==> config.mk <==
export PLATFORM = sky130hd
export DESIGN_NAME = rle_encoder_decimal_count
export DESIGN_NICKNAME = d
export VERILOG_FILES = /design/src/rtl/rle_pkg.sv /design/src/rtl/rle_encoder_decimal_count.sv /design/src/rtl/rle_fifo.sv /design/src/rtl/rle_front.sv /design/src/rtl/rle_back.sv
export SDC_FILE = /design/constraint.sdc
export NUM_CORES = 1
export LEC_CHECK = 0
export BUFFER_PORTS_ARGS = -buffer_cell sky130_fd_sc_hd__buf_2
export CORE_ASPECT_RATIO = 0.7
export CORE_MARGIN = 2
export CORE_UTILIZATION = 60
export CTS_BUF_LIST = sky130_fd_sc_hd__clkbuf_8
export CTS_CLUSTER_SIZE = 24
export DETAILED_ROUTE_END_ITERATION = 8
export MAX_ROUTING_LAYER = met4
export PLACE_DENSITY_LB_ADDON = 0.08
export SLEW_MARGIN = 20
export SYNTH_ARGS = -nofsm -noshare
export SYNTH_HDL_FRONTEND = slang
export SYNTH_SLANG_ARGS = --single-unit
==> constraint.sdc <==
create_clock -name clk -period 13.6 [get_ports clk]
set_input_delay 2.72 -clock clk [delete_from_list [all_inputs] [get_ports clk]]
set_output_delay 2.72 -clock clk [all_outputs]
set_load 0.02 [all_outputs]
==> src/rtl/rle_pkg.sv <==
package rle_pkg;

  localparam int unsigned SYM_W = 8;
  localparam int unsigned LEN_W = 16;
  localparam int unsigned POW_W = 3;
  localparam int unsigned DIG_W = 4;

  localparam logic [SYM_W-1:0] ASCII_ZERO = 8'h30;
  localparam logic [SYM_W-1:0] TERM_BYTE  = 8'h00;

  // One closed run handed from the front to the back.
  typedef struct packed {
    logic [SYM_W-1:0] sym;
    logic [LEN_W-1:0] len;   // 0: no run, terminator only
    logic             term;  // string ends after this run
  } rle_job_t;

  typedef enum logic [1:0] {
    PH_DIGIT,
    PH_LIT,
    PH_TERM
  } rle_phase_t;

  // Emission context of the job in the back end.
  typedef struct packed {
    rle_phase_t       phase;
    logic [LEN_W-1:0] rem;    // count still to print as digits
    logic [POW_W-1:0] pow;    // decimal place of the next digit
    logic             extra;  // a second literal follows
    logic [SYM_W-1:0] sym;
    logic             term;
  } rle_ctx_t;

  function automatic logic [LEN_W:0] pow10(input logic [POW_W-1:0] p);
    logic [LEN_W:0] v;
    case (p)
      3'd0:    v = 17'd1;
      3'd1:    v = 17'd10;
      3'd2:    v = 17'd100;
      3'd3:    v = 17'd1000;
      3'd4:    v = 17'd10000;
      default: v = 17'd1;
    endcase
    return v;
  endfunction

  // Leading decimal digit of rem at place p; rem is below 10 * 10^p.
  // Each multiple of the place value is a constant multiple, compared in parallel.
  function automatic logic [DIG_W-1:0] lead_digit(input logic [LEN_W-1:0] rem,
                                                  input logic [POW_W-1:0] p);
    logic [DIG_W-1:0] d;
    logic [20:0]      step;
    logic [20:0]      acc;
    d    = '0;
    step = 21'(pow10(p));
    for (int j = 1; j <= 9; j++) begin
      acc = step * 21'(j);
      if ({5'd0, rem} >= acc) begin
        d = DIG_W'(j);
      end
    end
    return d;
  endfunction

  // Place of the most significant digit of a run length.
  function automatic logic [POW_W-1:0] top_place(input logic [LEN_W-1:0] len);
    logic [POW_W-1:0] p;
    if (len >= 16'd10000) begin
      p = 3'd4;
    end else if (len >= 16'd1000) begin
      p = 3'd3;
    end else if (len >= 16'd100) begin
      p = 3'd2;
    end else if (len >= 16'd10) begin
      p = 3'd1;
    end else begin
      p = 3'd0;
    end
    return p;
  endfunction

endpackage

==> src/rtl/rle_encoder_decimal_count.sv <==
// Run-length packer for zero-terminated byte strings. One byte is taken per
// cycle on the in_ channel while in_stall is low; a run of one or two comes
// out as the literal byte once or twice, a longer run as its length in ASCII
// decimal digits (most significant first) followed by the byte, and a zero
// byte flushes the open run and then emits a zero terminator. Runs saturate
// at MAX_RUN. The front end tracks the open run and pushes each closed run
// into a QUEUE_DEPTH-entry job queue; the back end drains it at one output
// byte per cycle unless out_stall holds it, producing one decimal digit per
// cycle. A closed run takes 1 to 6 output bytes plus one for a terminator,
// and its first byte passes through the queue and then the output register.
// in_stall rises only while the job queue is full, i.e. when the output side
// is stalled or falls behind on runs with many digits.
module rle_encoder_decimal_count #(
  parameter int unsigned MAX_RUN     = 65535,
  parameter int unsigned QUEUE_DEPTH = 4
) (
  input  logic                      clk,
  input  logic                      rst_n,
  input  logic                      in_valid,
  output logic                      in_stall,
  input  logic [rle_pkg::SYM_W-1:0] in_symbol,
  output logic                      out_valid,
  input  logic                      out_stall,
  output logic [rle_pkg::SYM_W-1:0] out_byte,
  output logic                      out_last_of_run
);
  import rle_pkg::*;

  rle_job_t push_job;
  rle_job_t head_job;
  logic     q_push;
  logic     q_pop;
  logic     q_empty;
  logic     q_full;

  rle_front #(
    .MAX_RUN (MAX_RUN)
  ) u_front (
    .clk       (clk),
    .rst_n     (rst_n),
    .in_valid  (in_valid),
    .in_stall  (in_stall),
    .in_symbol (in_symbol),
    .q_full    (q_full),
    .q_push    (q_push),
    .q_job     (push_job)
  );

  rle_fifo #(
    .DEPTH (QUEUE_DEPTH)
  ) u_fifo (
    .clk      (clk),
    .rst_n    (rst_n),
    .push     (q_push),
    .push_job (push_job),
    .pop      (q_pop),
    .head_job (head_job),
    .empty    (q_empty),
    .full     (q_full)
  );

  rle_back u_back (
    .clk             (clk),
    .rst_n           (rst_n),
    .head_job        (head_job),
    .q_empty         (q_empty),
    .q_pop           (q_pop),
    .out_valid       (out_valid),
    .out_stall       (out_stall),
    .out_byte        (out_byte),
    .out_last_of_run (out_last_of_run)
  );

endmodule

==> src/rtl/rle_fifo.sv <==
module rle_fifo #(
  parameter int unsigned DEPTH = 4
) (
  input  logic              clk,
  input  logic              rst_n,
  input  logic              push,
  input  rle_pkg::rle_job_t push_job,
  input  logic              pop,
  output rle_pkg::rle_job_t head_job,
  output logic              empty,
  output logic              full
);
  import rle_pkg::*;

  localparam int unsigned PTR_W = (DEPTH > 1) ? $clog2(DEPTH) : 1;
  localparam int unsigned CNT_W = $clog2(DEPTH + 1);
  localparam logic [PTR_W-1:0] LAST_PTR = PTR_W'(DEPTH - 1);
  localparam logic [CNT_W-1:0] FULL_CNT = CNT_W'(DEPTH);

  rle_job_t         slot_r [DEPTH];
  logic [PTR_W-1:0] wr_ptr_r, wr_ptr_nxt;
  logic [PTR_W-1:0] rd_ptr_r, rd_ptr_nxt;
  logic [CNT_W-1:0] cnt_r, cnt_nxt;
  logic             do_push, do_pop;

  assign empty    = (cnt_r == '0);
  assign full     = (cnt_r == FULL_CNT);
  assign do_push  = push && !full;
  assign do_pop   = pop && !empty;
  assign head_job = slot_r[rd_ptr_r];

  always_comb begin
    wr_ptr_nxt = wr_ptr_r;
    rd_ptr_nxt = rd_ptr_r;
    cnt_nxt    = cnt_r;
    if (do_push) begin
      wr_ptr_nxt = (wr_ptr_r == LAST_PTR) ? '0 : wr_ptr_r + 1'b1;
    end
    if (do_pop) begin
      rd_ptr_nxt = (rd_ptr_r == LAST_PTR) ? '0 : rd_ptr_r + 1'b1;
    end
    if (do_push && !do_pop) begin
      cnt_nxt = cnt_r + 1'b1;
    end else if (do_pop && !do_push) begin
      cnt_nxt = cnt_r - 1'b1;
    end
  end

  always_ff @(posedge clk) begin
    if (!rst_n) begin
      wr_ptr_r <= '0;
      rd_ptr_r <= '0;
      cnt_r    <= '0;
    end else begin
      wr_ptr_r <= wr_ptr_nxt;
      rd_ptr_r <= rd_ptr_nxt;
      cnt_r    <= cnt_nxt;
    end
  end

  always_ff @(posedge clk) begin
    if (do_push) begin
      slot_r[wr_ptr_r] <= push_job;
    end
  end

endmodule

==> src/rtl/rle_front.sv <==
module rle_front #(
  parameter int unsigned MAX_RUN = 65535
) (
  input  logic                            clk,
  input  logic                            rst_n,
  input  logic                            in_valid,
  output logic                            in_stall,
  input  logic [rle_pkg::SYM_W-1:0]       in_symbol,
  input  logic                            q_full,
  output logic                            q_push,
  output rle_pkg::rle_job_t               q_job
);
  import rle_pkg::*;

  localparam logic [LEN_W-1:0] MAX_LEN = LEN_W'(MAX_RUN);

  logic [SYM_W-1:0] run_sym_r, run_sym_nxt;
  logic [LEN_W-1:0] run_len_r, run_len_nxt;
  logic             take;

  assign in_stall = q_full;
  assign take     = in_valid && !q_full;

  always_comb begin
    run_sym_nxt = run_sym_r;
    run_len_nxt = run_len_r;
    q_push      = 1'b0;
    q_job.sym   = run_sym_r;
    q_job.len   = run_len_r;
    q_job.term  = 1'b0;
    if (take) begin
      if (in_symbol == TERM_BYTE) begin
        // terminator flushes whatever is open
        q_push      = 1'b1;
        q_job.term  = 1'b1;
        run_sym_nxt = '0;
        run_len_nxt = '0;
      end else if (run_len_r != '0 && in_symbol == run_sym_r) begin
        if (run_len_r < MAX_LEN) begin
          run_len_nxt = run_len_r + 1'b1;
        end
      end else begin
        q_push      = (run_len_r != '0);
        run_sym_nxt = in_symbol;
        run_len_nxt = LEN_W'(1);
      end
    end
  end

  always_ff @(posedge clk) begin
    if (!rst_n) begin
      run_sym_r <= '0;
      run_len_r <= '0;
    end else begin
      run_sym_r <= run_sym_nxt;
      run_len_r <= run_len_nxt;
    end
  end

endmodule

==> src/rtl/rle_back.sv <==
module rle_back (
  input  logic                      clk,
  input  logic                      rst_n,
  input  rle_pkg::rle_job_t         head_job,
  input  logic                      q_empty,
  output logic                      q_pop,
  output logic                      out_valid,
  input  logic                      out_stall,
  output logic [rle_pkg::SYM_W-1:0] out_byte,
  output logic                      out_last_of_run
);
  import rle_pkg::*;

  rle_ctx_t         ctx_r, ctx_nxt;
  rle_ctx_t         cur;
  logic             busy_r, busy_nxt;
  logic             out_valid_r;
  logic [SYM_W-1:0] out_byte_r;
  logic             out_last_r;
  logic             have;
  logic             adv;
  logic             emit;
  logic [SYM_W-1:0] emit_byte;
  logic             emit_last;
  logic [DIG_W-1:0] dig;

  assign out_valid       = out_valid_r;
  assign out_byte        = out_byte_r;
  assign out_last_of_run = out_last_r;

  assign adv   = !out_valid_r || !out_stall;
  assign have  = busy_r || !q_empty;
  assign emit  = adv && have;
  assign q_pop = adv && !busy_r && !q_empty;

  // Saved context while busy, else a fresh one from the queue head.
  always_comb begin
    if (busy_r) begin
      cur = ctx_r;
    end else begin
      cur.sym   = head_job.sym;
      cur.term  = head_job.term;
      cur.rem   = head_job.len;
      cur.pow   = top_place(head_job.len);
      cur.extra = (head_job.len == LEN_W'(2));
      if (head_job.len == '0) begin
        cur.phase = PH_TERM;
      end else if (head_job.len < LEN_W'(3)) begin
        cur.phase = PH_LIT;
      end else begin
        cur.phase = PH_DIGIT;
      end
    end
  end

  assign dig = lead_digit(cur.rem, cur.pow);

  // byte out of the current context
  always_comb begin
    emit_byte = TERM_BYTE;
    emit_last = 1'b0;
    case (cur.phase)
      PH_DIGIT: begin
        emit_byte = ASCII_ZERO + SYM_W'(dig);
      end
      PH_LIT: begin
        emit_byte = cur.sym;
        emit_last = !cur.extra && !cur.term;
      end
      PH_TERM: begin
        emit_byte = TERM_BYTE;
        emit_last = 1'b1;
      end
      default: begin
        emit_byte = TERM_BYTE;
        emit_last = 1'b1;
      end
    endcase
  end

  // context after that byte
  always_comb begin
    ctx_nxt  = cur;
    busy_nxt = busy_r;
    if (emit) begin
      busy_nxt = !emit_last;
      case (cur.phase)
        PH_DIGIT: begin
          ctx_nxt.rem = cur.rem - LEN_W'(pow10(cur.pow) * (LEN_W + 1)'(dig));
          if (cur.pow == '0) begin
            ctx_nxt.phase = PH_LIT;
          end else begin
            ctx_nxt.pow = cur.pow - 1'b1;
          end
        end
        PH_LIT: begin
          if (cur.extra) begin
            ctx_nxt.extra = 1'b0;
          end else begin
            ctx_nxt.phase = PH_TERM;
          end
        end
        PH_TERM: begin
          ctx_nxt.phase = PH_TERM;
        end
        default: begin
          busy_nxt = 1'b0;
        end
      endcase
    end
  end

  always_ff @(posedge clk) begin
    if (!rst_n) begin
      busy_r      <= 1'b0;
      out_valid_r <= 1'b0;
    end else begin
      busy_r <= busy_nxt;
      if (adv) begin
        out_valid_r <= have;
      end
    end
  end

  always_ff @(posedge clk) begin
    if (emit) begin
      ctx_r      <= ctx_nxt;
      out_byte_r <= emit_byte;
      out_last_r <= emit_last;
    end
  end

endmodule
==> results of run 1 <==
logic make-up after synthesis:
group,synth area share
multiplexers,0.07525
adder cells (fa/ha/maj),0.2167
flip-flops,0.3739
AND/OR/NAND/NOR,0.1225
XOR/XNOR,0.03805
AO/OA/AOI/OAI,0.1287
other,0.0002858
buffers and inverters,0.04473
worst max-delay path by stage:
stage                       end  cells after the start  slack, ns
3_5_place_dp   u_back.ctx_r[28]                     52       0.27
6_report       u_back.ctx_r[28]                     52       0.88
4_1_cts        u_back.ctx_r[28]                     51       0.22
2_1_floorplan  u_back.ctx_r[28]                     55       0.47
5_1_grt        u_back.ctx_r[27]                     52       0.02
3_3_place_gp   u_back.ctx_r[28]                     51       0.48
sequential cells by signal, indices dropped and copies added, names as in the netlist, named ones only:
signal / cells
u_fifo.wr_ptr_r: 2
u_back.ctx_r: 31
u_fifo.slot_r: 100
u_back.out_byte: 8
u_front.run_sym_r: 8
u_back.out_last_of_run: 1
u_fifo.rd_ptr_r: 2
u_fifo.cnt_r: 3
u_front.run_len_r: 16
u_back.busy_r: 1
u_back.out_valid: 1
cell usage in the layout (no fill, tap or decap), drive strengths merged, types with 9 or more instances in the layout:
master,n
ha,164
mux2,18
mux2i,21
a211oi,13
a21o,43
edfxtp,140
a21oi,74
clkbuf,17
nand4,15
nor3,21
nor2,85
or3,11
nand2,64
nand3,34
xor2,19
mux4,24
nor2b,24
xnor2,38
fa,39
buf,43
dfxtp,35
o21ai,60
inv,126
and2,13
nor4,11
nand2b,10
o21bai,9
stage by stage:
| stage | util | setup WS, ns | cells | cell area (um^2) | hold WS, ns |
|---|---|---|---|---|---|
| floorplan | - | 0.4744 | 1230 | 13140 | 0.4583 |
| global placement | 0.6328 | 0.4778 | 1526 | 13650 | 0.5199 |
| detailed placement | 0.6328 | 0.2692 | 1526 | 13650 | 0.5275 |
| CTS | 0.6515 | 0.2196 | 1558 | 14050 | 0.5412 |
| global route | 0.6530 | 0.02347 | 1558 | 14080 | 0.5504 |
| finish | 0.6530 | 0.8815 | 1558 | 14080 | 0.5360 |
layer usage:
metal	global-route usage	up-vias	share of wire
met5	-	-	0
met4	0.04175	0	0.0076
met3	0.1099	23	0.13
met2	0.3697	458	0.36
met1	0.4990	4658	0.50
li1	-	4550	-
worst register-to-register path: cells and delay by family (launching register included):
kind / cells / cell delay, ns
compound gates: 15 / 3.54
fa+ha+maj: 9 / 3.44
simple gates: 17 / 3.31
buf+inv: 7 / 0.77
mux: 2 / 0.72
flops: 1 / 0.48
xor+xnor: 2 / 0.27
what timing repair did:
action / CTS / global route
gates resized for setup: 0 / 10
hold buffers: 0 / 0
buffers inserted: 0 / 0
setup endpoints to repair: 0 / 6
final cells by class:
type	count	area, um^2
clock buffer	17	234.0
inverter	122	457.9
sequential	175	4911
multi-input combinational	904	7689
timing repair buffer	43	267.8
tap	282	352.8
clock inverter	15	170.2
fill	1711	7482
==> results.py, run 1 <==
metrics = {
    "yosys": {
        "yosys.cell_types.count": 80,
        "ys_seq_elements": 175,
        "yosysTopAreaCell": "edfxtp_1",
        "synth_top_cell_area_share": 0.3205,
        "synth_edf_count": 140,
        "syn_inst": 1225,
        "yosysMostFrequentCell": "ha_1",
        "syn_avg_cell_area_um2": 10.71,
        "synth_commonest_cells": "164 x ha_1, 140 x edfxtp_1, 121 x inv_1",
        "ys_seq_area_frac": 0.3739,
        "yosys_warnings": 0,
        "async_flop_share": 0,
        "synth_area_leaders": "edfxtp_1 32%, ha_1 16%, fa_1 6.0%, dfxtp_1 5.3%, inv_1 3.5%",
        "synth_ff_type": "edfxtp_1",
        "synth_area_mm2": 0.01312,
    },
    "global_route": {
        "grt_pass1_wl_um": 52910,
        "antenna_found_initial": 0,
        "first_global_vias": 8892,
        "grt_max_degree": 44,
        "grt.total_usage": 0.3100,
        "grt_overflow": 0,
    },
    "die": {
        "fp.coreArea_mm2": 0.02156,
        "row_count": 45,
        "die_w_um": 180.7,
        "io_pins": 23,
        "start_util": 0.6084,
        "die_area_mm2": 0.02308,
        "die_h_um": 127.7,
    },
    "detailed_routing": {
        "viasPerCell": 6.219,
        "num_vias": 9689,
        "drtIter0Drc": 1162,
        "wl_per_cell_um": 21.54,
        "final_antenna_net_count": 0,
        "drt_first_pass_iters": 5,
        "drc": 0,
        "wl_um": 33570,
    },
    "timing": {
        "clock-skew-final_ns": 0.01419,
        "final-hold-violation-count": 0,
        "min_period_over_period": 0.9352,
        "tns_ns": 0,
        "rsz0062_at_grt": "false",
        "drv_slew": 0,
        "fmax_ghz": 0.07863,
        "finalSetupViolations": 0,
        "worstMarginPinSlew_ns": 1.197,
        "finalCriticalPeriod_ns": 12.72,
        "max_slew_margin": 0.1918,
    },
    "cells_and_area": {
        "syn2layout_area_growth_pct": 7.344,
        "nNetsFinal": 1478,
        "num_antenna_cells": 0,
        "layout-drive-gt1-share": 0.1066,
    },
    "setup_path": {
        "reg2reg_depth": 52,
        "crit_path_end_kind": "flip-flop",
        "cp_top_family": "compound AO/OA/AOI/OAI gates",
        "critPathMaxStageDelay_ns": 0.64,
        "worstPathMaxFanout": 11,
        "required_ns": 13.79,
        "critPathBufInv": 7,
        "critical_path_class": "flip-flop to flip-flop",
        "crit_slowest_cell": "mux4_1",
        "cp-start-kind": "flip-flop",
        "crit_top_cell": "inv_1",
        "regToRegSetupSlack_ns": 0.88,
        "r2r-end": "u_back.ctx_r[28]",
        "arrival_ns": 12.91,
    },
    "clock_network": {
        "cts_sinks": 175,
        "clock_latency_ns": 0.45,
        "cts_buffer_depth": 2,
        "numCtsBuffers": 17,
        "cts-root-buf": "clkbuf_8",
        "cts_tree": "yes",
        "htreeDepth": 4,
        "path_clk_slew_ns": 0.09,
    },
    "job": {
        "cap_violations": 0,
    },
    "min_path": {
        "hold_path_startpoint": "u_fifo.cnt_r[2]",
        "hold-path-endpoint": "u_fifo.cnt_r[2]",
        "hold_path_depth": 2,
        "min_path_type": "flip-flop to flip-flop",
    },
    "placed_design": {
        "dpl.hpwl_um": 25960,
        "gp_congestion": 1.018,
        "io_buffer_count": 22,
    },
    "outcome": {
        "status": "completed",
    },
}
Power of run 1 is not shown: default switching activity piles up to over one toggle a cycle in this logic, so the estimate is an artifact.
==> run 2, diff against run 1 <==
--- a/config.mk
+++ b/config.mk
@@ -6,7 +6,6 @@
 export NUM_CORES = 1
 export LEC_CHECK = 0
 export BUFFER_PORTS_ARGS = -buffer_cell sky130_fd_sc_hd__buf_2
-export CORE_ASPECT_RATIO = 0.7
 export CORE_MARGIN = 2
 export CORE_UTILIZATION = 60
 export CTS_BUF_LIST = sky130_fd_sc_hd__clkbuf_8
==> results.py, run 2 (synthesis gave the netlist of run 1 again) <==
metrics = {
    "outcome": {
        "status": "completed",
    },
    "clock_network": {
        "cts_buffer_depth": 2,
        "clock_latency_ns": 0.45,
        "htreeDepth": 4,
        "cts-root-buf": "clkbuf_8",
        "post-cts-setup-buffer-count": 0,
        "cts_sinks": 175,
        "numCtsBuffers": 17,
        "cts_tree": "yes",
        "path_clk_slew_ns": 0.10,
    },
    "cells_and_area": {
        "final_cell_mix": "163 x ha_1, 140 x edfxtp_1, 121 x inv_1",
        "num_antenna_cells": 0,
        "top_regs": "u_fifo.slot_r x100, u_back.ctx_r x31, u_front.run_len_r x16",
        "syn2layout_area_growth_pct": 7.286,
        "largest_reg_flops": 100,
        "layout_commonest_cell": "ha_1",
        "top_register": "u_fifo.slot_r",
        "nNetsFinal": 1479,
        "layout-drive-gt1-share": 0.1073,
    },
    "setup_path": {
        "critPathBufInv": 9,
        "worstPathMaxFanout": 11,
        "reg2reg_depth": 53,
        "arrival_ns": 12.88,
        "critical_path_class": "flip-flop to flip-flop",
        "critPathMaxStageDelay_ns": 0.70,
        "cp_top_family": "compound AO/OA/AOI/OAI gates",
        "crit_cells": 53,
        "required_ns": 13.79,
        "crit_path_end_kind": "flip-flop",
        "cp-start-kind": "flip-flop",
        "crit_slowest_cell": "mux4_1",
    },
    "detailed_routing": {
        "drt_first_pass_iters": 5,
        "wl_per_cell_um": 19.97,
        "wl_um": 31100,
        "viasPerCell": 6.008,
        "num_vias": 9355,
        "drtIter0Drc": 590,
        "final_antenna_net_count": 0,
        "drc": 0,
    },
    "die": {
        "io_pins": 23,
        "start_util": 0.6068,
        "die_w_um": 151.9,
        "fp.coreArea_mm2": 0.02162,
        "die_h_um": 151.9,
        "row_count": 54,
        "die_area_mm2": 0.02306,
    },
    "global_route": {
        "antenna_found_initial": 0,
        "grt_use_met3": 0.03480,
        "grt.met2_usage": 0.4837,
        "busiest_layer": "met2",
        "first_global_vias": 9490,
        "grt_overflow": 0,
        "grt_max_degree": 43,
        "grt.total_usage": 0.2856,
        "grt_pass1_wl_um": 50380,
        "use_met1": 0.3356,
    },
    "timing": {
        "finalSetupViolations": 0,
        "worstMarginPinSlew_ns": 0.9090,
        "tns_ns": 0,
        "final-hold-violation-count": 0,
        "drv_slew": 0,
        "min_period_over_period": 0.9327,
        "finalCriticalPeriod_ns": 12.68,
        "fmax_ghz": 0.07884,
        "max_slew_margin": 0.3876,
        "rsz0062_at_grt": "false",
        "clock-skew-final_ns": 0.02051,
    },
    "placed_design": {
        "io_buffer_count": 22,
        "dpl.hpwl_um": 24100,
        "gp_congestion": 0.9811,
    },
    "job": {
        "cap_violations": 0,
    },
    "min_path": {
        "min_path_type": "flip-flop to flip-flop",
        "hold_path_depth": 0,
    },
}
run 2: changes by cell type in the layout (fill, tap and decap cells not counted), moves of 2 or more:
cell	before	now
clkinv_2	4	0
bufinv_16	3	1
o21ai_1	4	2
clkinv_4	1	3
inv_8	1	3
run 2: final timing paths:
| path | slack, ns | endpoint | start |
|---|---|---|---|
| hold reg to reg | 0.54 | u_fifo.slot_r[1][24] | u_front.run_sym_r[7] |
| setup reg to reg | 0.92 | u_back.ctx_r[27] | flip-flop |
| setup / recovery | 0.92 | u_back.ctx_r[27] | flip-flop |
| hold / removal | 0.54 | u_fifo.slot_r[1][24] | u_front.run_sym_r[7] |
run 2: area by class of cell:
cell class	instances	area (um^2)
timing repair buffer	44	279.0
inverter	122	457.9
tap	280	350.3
clock inverter	14	151.4
clock buffer	18	247.7
fill	1798	7546
sequential	175	4908
multi-input combinational	904	7680
run 2: repair_timing:
action,in CTS,in global routing
setup endpoints to repair,0,6
hold buffers,0,0
resized for setup,0,8
run 2: per-stage QoR:
| step | cell area [um^2] | utilization | hold slack [ns] | setup WS (ns) | instances |
|---|---|---|---|---|---|
| finish | 14070 | 0.6510 | 0.5449 | 0.9156 | 1557 |
| global route | 14070 | 0.6510 | 0.5620 | 0.03536 | 1557 |
| CTS | 14050 | 0.6498 | 0.5462 | 0.2892 | 1557 |
| detailed placement | 13650 | 0.6314 | 0.5350 | 0.3429 | 1525 |
| global placement | 13650 | 0.6314 | 0.5200 | 0.6272 | 1525 |
| floorplan | 13140 | - | 0.4583 | 0.4744 | 1230 |
run 2: routing by layer:
metal,routed length (um),part of all wire,up-vias
li1,-,-,4549
met1,12710,0.41,4504
met2,15720,0.51,214
met3,1009,0.032,88
met4,1663,0.053,0
met5,0,0,-
Power of run 2 is left out for the same reason.
